==> src/hdl/drtc_pkg.sv <==
// Package of the RTC wake alarm block: function codes, item and state types, day wrap.
`timescale 1ns / 1ps

package drtc_pkg;

	localparam int DAY_TICKS = 86400;
	localparam int CNT_W = 17;
	localparam int SUM_W = CNT_W + 1;
	// number of whole days that can fit in a sum of two counter values
	localparam int DAY_MULTS = ((1 << SUM_W) - 1) / DAY_TICKS;

	localparam logic [CNT_W-1:0] DAY_LAST = CNT_W'(DAY_TICKS - 1);
	localparam logic [CNT_W-1:0] PERIOD_RESET = CNT_W'(86400);

	typedef enum logic [1:0] {
		FUNC_TICK  = 2'd0,
		FUNC_SET   = 2'd1,
		FUNC_SCHED = 2'd2,
		FUNC_READ  = 2'd3
	} func_t;

	typedef struct packed {
		logic [16:0] next_wake_time;
		logic [16:0] wake_period;
		logic        time_high_bit;
		logic [15:0] time_low;
	} item_t;

	typedef struct packed {
		logic        day_wrap_pulse;
		logic        wake_pulse;
		logic        now_high_bit;
		logic [15:0] now_low;
	} result_t;

	typedef struct packed {
		logic [CNT_W-1:0] count;
		logic [CNT_W-1:0] alarm;
		logic [CNT_W-1:0] period;
	} state_t;

	// v mod DAY_TICKS by parallel compares against each multiple of the day
	function automatic logic [CNT_W-1:0] wrap_day(input logic [SUM_W-1:0] v);
		logic [SUM_W-1:0] r;
		r = v;
		for (int k = 1; k <= DAY_MULTS; k++) begin
			if (32'(v) >= k * DAY_TICKS) begin
				r = v - SUM_W'(k * DAY_TICKS);
			end
		end
		return r[CNT_W-1:0];
	endfunction

endpackage

==> src/hdl/drtc_step.sv <==
// Next-state and result logic for one item of the RTC wake alarm block.
`timescale 1ns / 1ps

module drtc_step (
	input  drtc_pkg::func_t   func,
	input  drtc_pkg::item_t   item,
	input  drtc_pkg::state_t  cur,
	output drtc_pkg::state_t  nxt,
	output drtc_pkg::result_t res
);

	logic [drtc_pkg::CNT_W-1:0] tick_count;
	logic                       tick_wrap;
	logic [drtc_pkg::CNT_W-1:0] set_time;
	logic [drtc_pkg::CNT_W-1:0] alarm_adv;
	logic [drtc_pkg::CNT_W-1:0] alarm_rearm;

	always_comb begin
		if (cur.count >= drtc_pkg::DAY_LAST) begin
			tick_count = '0;
			tick_wrap = 1'b1;
		end else begin
			tick_count = cur.count + 1'b1;
			tick_wrap = 1'b0;
		end
		set_time = {item.time_high_bit, item.time_low};
		if (set_time > drtc_pkg::DAY_LAST) begin
			set_time = drtc_pkg::DAY_LAST;
		end
	end

	assign alarm_adv   = drtc_pkg::wrap_day({1'b0, cur.alarm} + {1'b0, cur.period});
	assign alarm_rearm = drtc_pkg::wrap_day({1'b0, set_time} + {1'b0, cur.period});

	always_comb begin
		nxt = cur;
		res = '0;
		case (func)
			drtc_pkg::FUNC_TICK: begin
				nxt.count = tick_count;
				res.day_wrap_pulse = tick_wrap;
				// compare uses the counter after this tick's advance
				if (tick_count == cur.alarm) begin
					res.wake_pulse = 1'b1;
					nxt.alarm = alarm_adv;
				end
			end
			drtc_pkg::FUNC_SET: begin
				nxt.count = set_time;
				nxt.alarm = alarm_rearm;
			end
			drtc_pkg::FUNC_SCHED: begin
				nxt.period = item.wake_period;
				nxt.alarm = item.next_wake_time;
			end
			drtc_pkg::FUNC_READ: begin
				res.now_low = cur.count[15:0];
				res.now_high_bit = cur.count[16];
			end
			default: begin
				nxt = cur;
			end
		endcase
	end

endmodule

==> src/hdl/daily_rtc_periodic_wake_alarm.sv <==
// Top level of the daily RTC counter with rescheduling wake alarm.
// Usage:
//   Slave channel s_*: one item per handshake. s_tuser carries the function
//   code (tick, set time, set schedule, read time); s_tdata carries the time
//   and schedule fields.
//   Master channel m_*: exactly one result item per input item, in order,
//   with the read-back time and the wake and day-wrap flags.
// Path: from input handshake to m_tvalid the item passes the input register, then
//   the result register; state updates when the item leaves the input register.
// Throughput: one item per cycle while results are taken, set by the single-pass
//   step logic between the input register and the result register.
// Stall: while m_tready is low the result holds; if the input register is empty,
//   one more item is taken into it, then s_tready drops until the result is taken.
// Reset: arst_n clears both pipeline valid flags, the counter and the alarm
//   to zero and the period to one day.
`timescale 1ns / 1ps

module daily_rtc_periodic_wake_alarm (
	input  logic        clk,
	input  logic        arst_n,
	input  logic        s_tvalid,
	output logic        s_tready,
	// [1:0] func
	input  logic [1:0]  s_tuser,
	// [15:0] time_low, [16] time_high_bit, [33:17] wake_period,
	// [50:34] next_wake_time, [55:51] zero
	input  logic [55:0] s_tdata,
	output logic        m_tvalid,
	input  logic        m_tready,
	// [15:0] now_low, [16] now_high_bit, [17] wake_pulse, [18] day_wrap_pulse,
	// [23:19] zero
	output logic [23:0] m_tdata
);

	logic              valid_s1;
	drtc_pkg::func_t   func_s1;
	drtc_pkg::item_t   item_s1;
	drtc_pkg::state_t  state_q;
	drtc_pkg::state_t  state_nxt;
	drtc_pkg::result_t res_nxt;
	logic              out_valid_q;
	drtc_pkg::result_t out_res_q;
	logic              out_free;
	logic              advance;

	assign out_free = !out_valid_q || m_tready;
	assign advance  = valid_s1 && out_free;
	assign s_tready = !valid_s1 || out_free;

	drtc_step u_step (
		.func (func_s1),
		.item (item_s1),
		.cur  (state_q),
		.nxt  (state_nxt),
		.res  (res_nxt)
	);

	always_ff @(posedge clk or negedge arst_n) begin
		if (!arst_n) begin
			valid_s1 <= 1'b0;
			out_valid_q <= 1'b0;
			state_q.count <= '0;
			state_q.alarm <= '0;
			state_q.period <= drtc_pkg::PERIOD_RESET;
		end else begin
			if (s_tready) begin
				valid_s1 <= s_tvalid;
			end
			if (out_free) begin
				out_valid_q <= valid_s1;
			end
			if (advance) begin
				state_q <= state_nxt;
			end
		end
	end

	always_ff @(posedge clk) begin
		if (s_tready && s_tvalid) begin
			func_s1 <= drtc_pkg::func_t'(s_tuser);
			item_s1 <= s_tdata[50:0];
		end
		if (advance) begin
			out_res_q <= res_nxt;
		end
	end

	assign m_tvalid = out_valid_q;
	assign m_tdata  = {5'd0, out_res_q};

endmodule

==> config.mk <==
export PLATFORM = sky130hd
export DESIGN_NAME = daily_rtc_periodic_wake_alarm
export DESIGN_NICKNAME = d
export VERILOG_FILES = /design/src/hdl/drtc_pkg.sv /design/src/hdl/drtc_step.sv /design/src/hdl/daily_rtc_periodic_wake_alarm.sv
export SDC_FILE = /design/constraint.sdc
export NUM_CORES = 1
export LEC_CHECK = 0
export ABC_AREA = 1
export BUFFER_PORTS_ARGS = -buffer_cell sky130_fd_sc_hd__buf_2
export CAP_MARGIN = 10
export CORE_AREA = 2 2 172 174
export CTS_BUF_LIST = sky130_fd_sc_hd__clkbuf_8
export DETAILED_ROUTE_END_ITERATION = 16
export DIE_AREA = 0 0 174 176
export PLACE_DENSITY = 0.5
export SLEW_MARGIN = 40
export SYNTH_ARGS = -nofsm -noshare
export SYNTH_HDL_FRONTEND = slang
export SYNTH_SLANG_ARGS = --single-unit
==> constraint.sdc <==
create_clock -name clk -period 6.3 [get_ports clk]
set_input_delay 0.315 -clock clk [delete_from_list [all_inputs] [get_ports clk]]
set_output_delay 0.315 -clock clk [all_outputs]
set_load 0.03 [all_outputs]
### Yosys cells after proc, flatten, opt, wreduce, memory -nomap -nowiden

Index checks and enable logic that the tools add are counted.
W data, S select, Z words.

* output and inout bits: 26
* register bits: 125
* input port bits: 62

* muxes and demuxes: 13
* equal/unequal tests: 5
* $add $sub $neg: 9
* order comparisons: 8
* reductions and logical operators: 12

Operators with widths (count)
* $mux W17: 9
* $ge A18 B18 Y1 const B: 4
* $sub A17 B17 Y17 const B: 4
* $pmux W17 S3: 1
* $add A17 B17 Y18: 2
* $ge A18 B17 Y1 const B: 2
* $pmux W17 S2: 1
* $sub A17 B16 Y17 const B: 2
* $add A17 B1 Y17 const B: 1
* $eq A17 B17 Y1: 1
* $ge A17 B17 Y1 const B: 1
* $gt A17 B17 Y1 const B: 1
* $eq A2 B2 Y1 const B: 2
* $reduce_and A2 Y1: 2
* $reduce_and A3 Y1: 1
* $reduce_bool A3 Y1: 1
* $eq A2 B1 Y1 const B: 1
* $logic_and A1 B1 Y1: 2
* $logic_not A1 Y1: 2
* $logic_not A2 Y1: 1
* $logic_or A1 B1 Y1: 2
* $mux W1: 2
* $ne A2 B1 Y1 const B: 1
* $reduce_bool A2 Y1: 1

### Longest topological paths before layout

Gate-level depths: netlist of the first run.

* depth in word-level cells: 8
* mapped depth: 38

### By module

From an unflattened synthesis of the first run, not the netlist that was laid out.

* cell total of the unflattened synthesis: 1468
* area, all modules: 10468.8 µm²

Modules (own cells, without submodules)
* drtc_step: instances 1, cells an instance 1159, area each 6130.9 µm²
* daily_rtc_periodic_wake_alarm: instances 1, cells an instance 309, area each 4337.9 µm²

### Least setup slack after synthesis of the first run

OpenSTA, ideal clock, no wires.

* kind: register to register
* start: reg item_s1[11] (netlist bit)
* end: reg state_q[25] (netlist bit)
* arrival: 3.913 ns
* data required time: 6.174 ns
* stages on the path, launching flop included: 26
* clock period less this slack: 4.039 ns
* setup slack: 2.261 ns
* buffers on the path: 2
* path through: edfxtp_1 -> o311ai_0 -> nand3_1 -> clkbuf_1 -> or2_2 -> fa_1 -> nand3_1 -> nand2_1 -> nand2_1 -> nand2_1 -> xor2_1 -> inv_1 -> ha_1 -> nand2_1 -> nand2_1 -> nand2_1 -> nand2_1 -> nand3_1 -> clkbuf_1 -> inv_1 -> a21oi_1 -> o21ai_0 -> nand3_1 -> nand2_1 -> nand2_1 -> o21ai_0

* word-level cells in the longest chain between the ends: 8
* elaborated cells on any way between the ends: 13
* those cells by class: add/sub: 4; order compare: 4; mux: 5

Ends and longest elaborated chain
* from (decl): RTL line daily_rtc_periodic_wake_alarm.sv:37 `drtc_pkg::item_t item_s1;`
* from (signal assigned): RTL line daily_rtc_periodic_wake_alarm.sv:81 `item_s1 <= s_tdata[50:0];`
* $gt A17 B17 Y1: RTL line drtc_step.sv:27 `if (set_time > drtc_pkg::DAY_LAST) begin`
* $mux W17 *: RTL line drtc_step.sv:27
* $add A17 B17 Y18 *: RTL line drtc_step.sv:33 `assign alarm_rearm = drtc_pkg::wrap_day({1'b0, set_time} + {1'b0, cur.period});`
* $sub A17 B17 Y17 or $ge A18 B17 Y1 (tied branches): RTL line drtc_pkg.sv:48, drtc_pkg.sv:47
* $mux W17 (2 in a row): RTL line drtc_pkg.sv:47 `if (32'(v) >= k * DAY_TICKS) begin`
* $mux W17 *: RTL line drtc_pkg.sv:47
* $pmux W17 S3 *: RTL line drtc_step.sv:38 `case (func)`
* to (signal assigned): RTL line daily_rtc_periodic_wake_alarm.sv:73 `state_q <= state_nxt;`
* to (decl): RTL line daily_rtc_periodic_wake_alarm.sv:38 `drtc_pkg::state_t state_q;`

Mark *: on every way between the ends. The rest lies on a longest branch, timed or not.
A chain may end at the register's enable or synchronous reset.

### Worst setup path after layout of the first run

* start: reg item_s1[16] (netlist bit)
* end: reg state_q[29] (netlist bit)

The elaborated chain is that of the path after synthesis.

==> results of run 1 <==
cells in the mapped netlist, drive strengths merged, types with 2 or more instances:
cell | count | area share, %
xor2 | 35 | 3.1
mux2 | 16 | 1.8
nand3b | 13 | 1.1
nor4 | 2 | 0.28
o211ai | 12 | 0.91
nand2 | 521 | 20
dfstp | 5 | 1.3
o31ai | 3 | 0.23
a21oi | 62 | 3.1
and2 | 4 | 0.25
nor2 | 109 | 4.2
or2 | 8 | 0.50
inv | 185 | 7.0
o21ai | 63 | 3.2
nand3 | 125 | 6.5
dfrtp | 48 | 12
edfxtp | 72 | 22
fa | 2 | 0.40
a221oi | 2 | 0.18
nand4 | 18 | 1.1
buf | 13 | 0.98
ha | 55 | 6.9
xnor2 | 4 | 0.35
nor3 | 14 | 0.71
clkbuf | 19 | 0.72
o22ai | 2 | 0.13
layout make-up:
cell class,instances,share of cell area (%)
Clock inverter,15,1.22
Tap cell,384,4.21
Timing Repair Buffer,115,6.69
Multi-Input combinational cell,1084,49.0
Inverter,185,6.13
Clock buffer,17,2.05
Sequential cell,125,30.7
worst max-delay path, delay by kind of cell (launching register included):
kind	cells	cell delay, ns
AOI/OAI and AO/OA	2	0.17
xor gates and xnor gates	1	0.52
adders and majority gates	3	0.99
buffers and inverters	2	0.30
DFF	1	0.53
and+or+nand+nor	23	2.48
sequential cells by signal, summed over array words and instances (netlist names):
| signal | flops |
|---|---|
| m_tvalid | 1 |
| item_s1 | 51 |
| valid_s1 | 1 |
| state_q | 51 |
| func_s1 | 2 |
| m_tdata | 19 |
metal layers:
metal / GRT usage (%) / up-vias
met2: 32.4 / 218
met3: 2.67 / 26
li1: - / 4814
met1: 28.4 / 4345
met4: 5.22 / 0
met5: 0 / -
kinds of logic after synthesis:
family                     synth area share, %
and+or+nand+nor                           34.8
buffers and inverters                     8.74
AOI/OAI and AO/OA                         8.63
DFF                                       35.2
adders and majority gates                 7.33
xor gates and xnor gates                  3.44
muxes                                     1.81
other                                   0.0377
power by group through the flow:
stage	sequential, mW	combinational [mW]	clock, mW
after floorplan	1.27	3.51	0
after global placement	1.36	4.51	0
after detailed placement	1.36	4.53	0
after CTS	1.34	4.57	0.716
after global routing	1.37	5.27	0.746
final	1.35	4.61	0.695
stage by stage:
step | area [um2] | setup slack [ns] | std cells | utilization (%)
floorplan | 9950 | 2.26 | 1426 | -
global placement | 10700 | 1.29 | 1860 | 37.4
detailed placement | 10700 | 1.22 | 1860 | 37.4
CTS | 11400 | 1.18 | 1924 | 39.9
global route | 11400 | 0.553 | 1925 | 39.9
finish | 11400 | 1.17 | 1925 | 39.9
worst min path at each step:
| stage | slack, ns | cells past startpoint | end |
|---|---|---|---|
| final | 0.02 | 1 | item_s1[49] |
| after detailed placement | 0.46 | 1 | state_q[10] |
| after floorplan | 0.02 | 0 | m_tvalid |
| after CTS | 0.00003 | 1 | item_s1[35] |
| after global placement | 0.46 | 1 | state_q[16] |
| after global routing | 0.004 | 1 | item_s1[5] |
==> key figures, run 1 <==
Outcome
  – Status: complete, no violations

Power and ir drop
  – Reg power frac: between 20% and 30%
  – Pwr dens: 583 nW/um2
  – Leak pwr: slightly below 6 nW
  – Internal power consumption: slightly below 3 mW
  – Logic pwr share: 69.3%
  – Clk pwr share: between 10% and 20%
  – Worst voltage drop across the vdd grid: around 0.00024 V
  – Net Sw Frac: between 50% and 60%
  – Post-layout power: around 6.7 mW
  – P_sw: roughly 3.8 mW

STA
  – Minimum clock period after layout: 5.13 ns
  – Hold Slack: 0.0245 ns
  – Highest clock frequency the design can meet: between 0.15 and 0.2 GHz
  – Clk_skew: 0.0197 ns
  – Number of hold violations in the final report: 0
  – Max Slew Vio Count: 0
  – Unrepaired setup endpoints after global routing: no
  – Post-route clock period utilization: about four fifths
  – Worst-Margin Slew: roughly 0.75 ns
  – Setup total negative slack: 0 ns
  – Max transition margin: approximately 50%
  – Total of endpoints with negative setup slack in the final report: 0

Clock tree
  – Cell at the root of the clock tree: clkbuf_8
  – Worst-skew pair later-pin latency: 0.48 ns
  – Post-cts hold buffer count: 32
  – CTS resizes: 0
  – Clock transition at the registers of the reported paths: approximately 0.080 ns
  – Clock Sinks: between 100 and 150
  – Largest buffer count on any clock path: 2
  – Post-CTS setup buffer count: 0
  – Number of buffers inserted during clock tree synthesis: 17
  – CTS tree: yes
  – CTS HTree Levels: 4

Worst setup path
  – Internal reg-to-reg setup slack: between 1 and 1.5 ns
  – CP Capture Type: register
  – WP data required: about 6.6 ns
  – Setup crit start: item_s1[16]
  – Worst Path Class, Setup: register to register
  – Crit path launch type: register
  – Worst EP arrival: approximately 5.5 ns
  – Critical path destination: state_q[29]
  – Critical path's slowest cell: edfxtp_1
  – Depth of the worst register-to-register path: 31
  – CP peak stage delay: 0.53 ns
  – End of the worst register-to-register path: state_q[29]
  – Max FO, Critical Path: 16
  – Critical register-to-register path startpoint: item_s1[16]
  – Most frequent cell on the critical path: nand2_1

Floorplanning
  – Die width: around 170 um
  – Y dimension of the die: between 150 and 200 um
  – Area of the core: 28,500 um2
  – Die outline area: ~31,000 um2
  – Num rows: slightly above 60
  – Effective utilization at floorplan: 34.8%
  – Number of top-level pins: 88

Global route
  – Wire length of the first global-routing pass: around 47,000 um
  – Pin count of the biggest net entering global routing: 54
  – Overall Global Routing Usage: between 20 and 25%
  – Remaining global-route overflow: 0
  – Vias in the first global route: between 8,000 and 9,000
  – Antenna violations before repair: 0

Yosys
  – Seq/Total Area, Yosys: between 30% and 40%
  – Number of storage elements in the synthesis netlist: roughly 130
  – Synth Area per Inst: 6.99 um2
  – Post-Syn Instances: around 1,400
  – FFs w/ async S/R, synth: a little over two fifths
  – Netlist cell types: 50
  – EDFF count, synth: 72
  – Total number of yosys warnings: 0
  – Most used DFF post-synth: edfxtp_1
  – Netlist area before placement: just under 10,000 um2

Cells and area
  – Fill cell total of the finished layout: about 3,200
  – Most frequent cells in the layout: nand2_1 (510), inv_1 (180), nand3_1 (121), nor2_1 (104), buf_2 (77)
  – Layout overhead on the synthesized area: 14.7%
  – Sequential standard cell area: between 3000 and 4000 um2
  – Most common library cell in the layout ignoring fill and taps: nand2_1
  – Share of final-layout standard cells stronger than drive strength 1: a little under an eighth
  – Final Net Count: roughly 1,600
  – Multi-input logic area: between 5000 and 6000 um2
  – Antenna diode count: 0

Detailed routing
  – DRC violations left: 0
  – Initial detailed-routing violation count: ~670
  – Drt pass-1 iters: 5
  – Final wirelength: between 30,000 and 40,000 um
  – Total length of routed met3 wires: 1300 um
  – Average detailed-routed wire length per instance: 15.7 um
  – WL met2: about 14,000 um
  – Routed met1 length: 15,000 um
  – Uppermost layer routed: met4
  – Overall via count from detail_route: roughly 9,400
  – Number of nets with antenna violations after detailed routing: 0
  – Vias per cell: slightly below 5

Place
  – IO buf count: 77
  – Detailed placer's ending HPWL: about 24,000 um
  – Gpl congestion: approximately 0.90

Flow run
  – Max Cap Violations: 0

Min path
  – Hold path startpoint: s_tdata[49]
  – Path category of the worst min-delay check: input port to register
No activity file was read; power rests on OpenSTA's default activity.
==> run 2, diff against run 1 <==
==> constraint.sdc (replaced) <==
create_clock -name clk -period 5 [get_ports clk]
set_input_delay 0.25 -clock clk [delete_from_list [all_inputs] [get_ports clk]]
set_output_delay 0.25 -clock clk [all_outputs]
set_load 0.03 [all_outputs]
==> key figures, run 2 (synthesis results as in run 1) <==
Floorplanning
  – Y dimension of the die: ~180 um
  – Num rows: 62
  – Number of top-level pins: 88
  – Effective utilization at floorplan: 34.8%
  – Die width: approximately 170 um
  – Area of the core: 28,500 um2
  – Die outline area: 30,600 um2

Power and ir drop
  – Worst voltage drop across the vdd grid: 0.000222 V
  – Pwr dens: 730 nW/um2
  – Internal power consumption: 3.76 mW
  – Leak pwr: around 6.0 nW
  – Logic pwr share: a little over two thirds
  – Clk pwr share: 10.9%
  – Net Sw Frac: a little under three fifths
  – P_sw: slightly below 5 mW
  – Reg power frac: roughly a fifth

Clock tree
  – CTS HTree Levels: 4
  – Largest buffer count on any clock path: 2
  – Number of buffers inserted during clock tree synthesis: 17
  – CTS tree: yes
  – Clock Sinks: approximately 130
  – Cell at the root of the clock tree: clkbuf_8
  – Clock transition at the registers of the reported paths: ~0.09 ns
  – Worst-skew pair later-pin latency: around 0.45 ns

Cells and area
  – Share of final-layout standard cells stronger than drive strength 1: 12.2%
  – Final Net Count: around 1,700
  – Antenna diode count: 0
  – Fill cell total of the finished layout: 3,073
  – Most frequent cells in the layout: nand2_1 (508), inv_1 (178), nand3_1 (119), nor2_1 (103), buf_2 (77)
  – Most common library cell in the layout ignoring fill and taps: nand2_1
  – Layout overhead on the synthesized area: 18.6%
  – Sequential standard cell area: around 3500 um2
  – Post-route core utilization: approximately 41%
  – Multi-input logic area: around 5600 um2

STA
  – Setup total negative slack: 0 ns
  – Total of endpoints with negative setup slack in the final report: 0
  – Number of hold violations in the final report: 0
  – Max transition margin: between 40% and 50%
  – Clk_skew: approximately 0.017 ns
  – Unrepaired setup endpoints after global routing: no
  – Max Slew Vio Count: 0
  – Minimum clock period after layout: roughly 4.6 ns
  – Worst-Margin Slew: 0.777 ns
  – Post-route clock period utilization: between 90% and 100%
  – Highest clock frequency the design can meet: around 0.22 GHz

Global route
  – Wire length of the first global-routing pass: 48,200 um
  – Antenna violations before repair: 0
  – Overall Global Routing Usage: between 20 and 25%
  – Pin count of the biggest net entering global routing: 54
  – Vias in the first global route: 8,781
  – Remaining global-route overflow: 0

Detailed routing
  – DRC violations left: 0
  – Initial detailed-routing violation count: around 770
  – Vias per cell: ~4.9
  – Final wirelength: 30,800 um
  – Overall via count from detail_route: between 9,000 and 10,000
  – Drt pass-1 iters: 8
  – Number of nets with antenna violations after detailed routing: 0
  – Average detailed-routed wire length per instance: between 15 and 20 um

Flow run
  – Max Cap Violations: 0

Min path
  – Path category of the worst min-delay check: input port to register

Worst setup path
  – CP Capture Type: register
  – Most frequent cell on the critical path: nand2_1
  – Critical path's slowest cell: edfxtp_1
  – WP data required: approximately 5.4 ns
  – Crit path launch type: register
  – Worst Path Class, Setup: register to register
  – Worst EP arrival: 4.95 ns
  – Buffers and inverters on the worst path: 3
  – Cell type group with the largest total delay on the critical path: simple AND/OR/NAND/NOR gates
  – Max FO, Critical Path: 8
  – CP peak stage delay: between 0.4 and 0.5 ns

Outcome
  – Status: complete, no violations

Place
  – IO buf count: 77
  – Detailed placer's ending HPWL: approximately 24,000 um
  – Gpl congestion: between 0.9 and 1
[run 2: cell type report]
type,count,area share (%)
clock buffers,17,1.99
clock inverters,15,1.47
inverters,185,5.94
multi-input cells,1085,47.9
flip-flops and latches,125,29.7
well taps,384,4.08
repair buffers,146,8.94
[run 2: final timing paths]
path | depth (start not counted) | start | end | slack (ns)
setup reg to reg | 28 | item_s1[9] | state_q[31] | 0.44
hold / removal | 4 | m_tready | m_tvalid | 0.08
max in group asynchronous | 4 | arst_n | state_q[14] | 4.13
min in group asynchronous | 3 | arst_n | valid_s1 | 0.28
hold reg to reg | 1 | item_s1[20] | state_q[3] | 0.48
setup / recovery | 28 | item_s1[9] | state_q[31] | 0.44
[run 2: through the flow]
step | hold WS (ns) | cell area [um2] | setup slack, ns | total power, mW | std cells
6_report | 0.0816 | 11800 | 0.438 | 8.60 | 1957
5_1_grt | 0.0670 | 11800 | 0.0302 | 9.53 | 1957
4_1_cts | 0.0344 | 11700 | 0.253 | 8.50 | 1952
3_5_place_dp | 0.428 | 10700 | 0.292 | 7.49 | 1865
3_3_place_gp | 0.426 | 10700 | 0.368 | 7.46 | 1865
2_1_floorplan | -0.0456 | 9950 | 0.961 | 6.02 | 1426
[run 2: power by group through the flow]
stage	clock (mW)	sequential [mW]	combinational (mW)
floorplan	0	1.60	4.42
global placement	0	1.71	5.75
detailed placement	0	1.71	5.78
CTS	0.961	1.69	5.85
global route	1.00	1.72	6.80
finish	0.938	1.69	5.97
[run 2: layer usage]
| layer | global-route usage (%) | part of all wire (%) |
|---|---|---|
| met1 | 29.0 | 49 |
| met2 | 31.9 | 45 |
| met3 | 2.80 | 4.8 |
| met4 | 5.92 | 1.9 |
| met5 | 0 | 0 |
[run 2: worst min-delay path: cells and delay by family]
family / cells / cell delay (ns)
simple gates: 2 / 0.13
buf+inv: 2 / 0.12
[run 2: timing repair]
item                                    CTS  global route
hold buffers                             55             0
resized for setup                         0            11
buffers inserted                          0             3
endpoints found under the setup margin    0            10
hold endpoints to repair                102             0
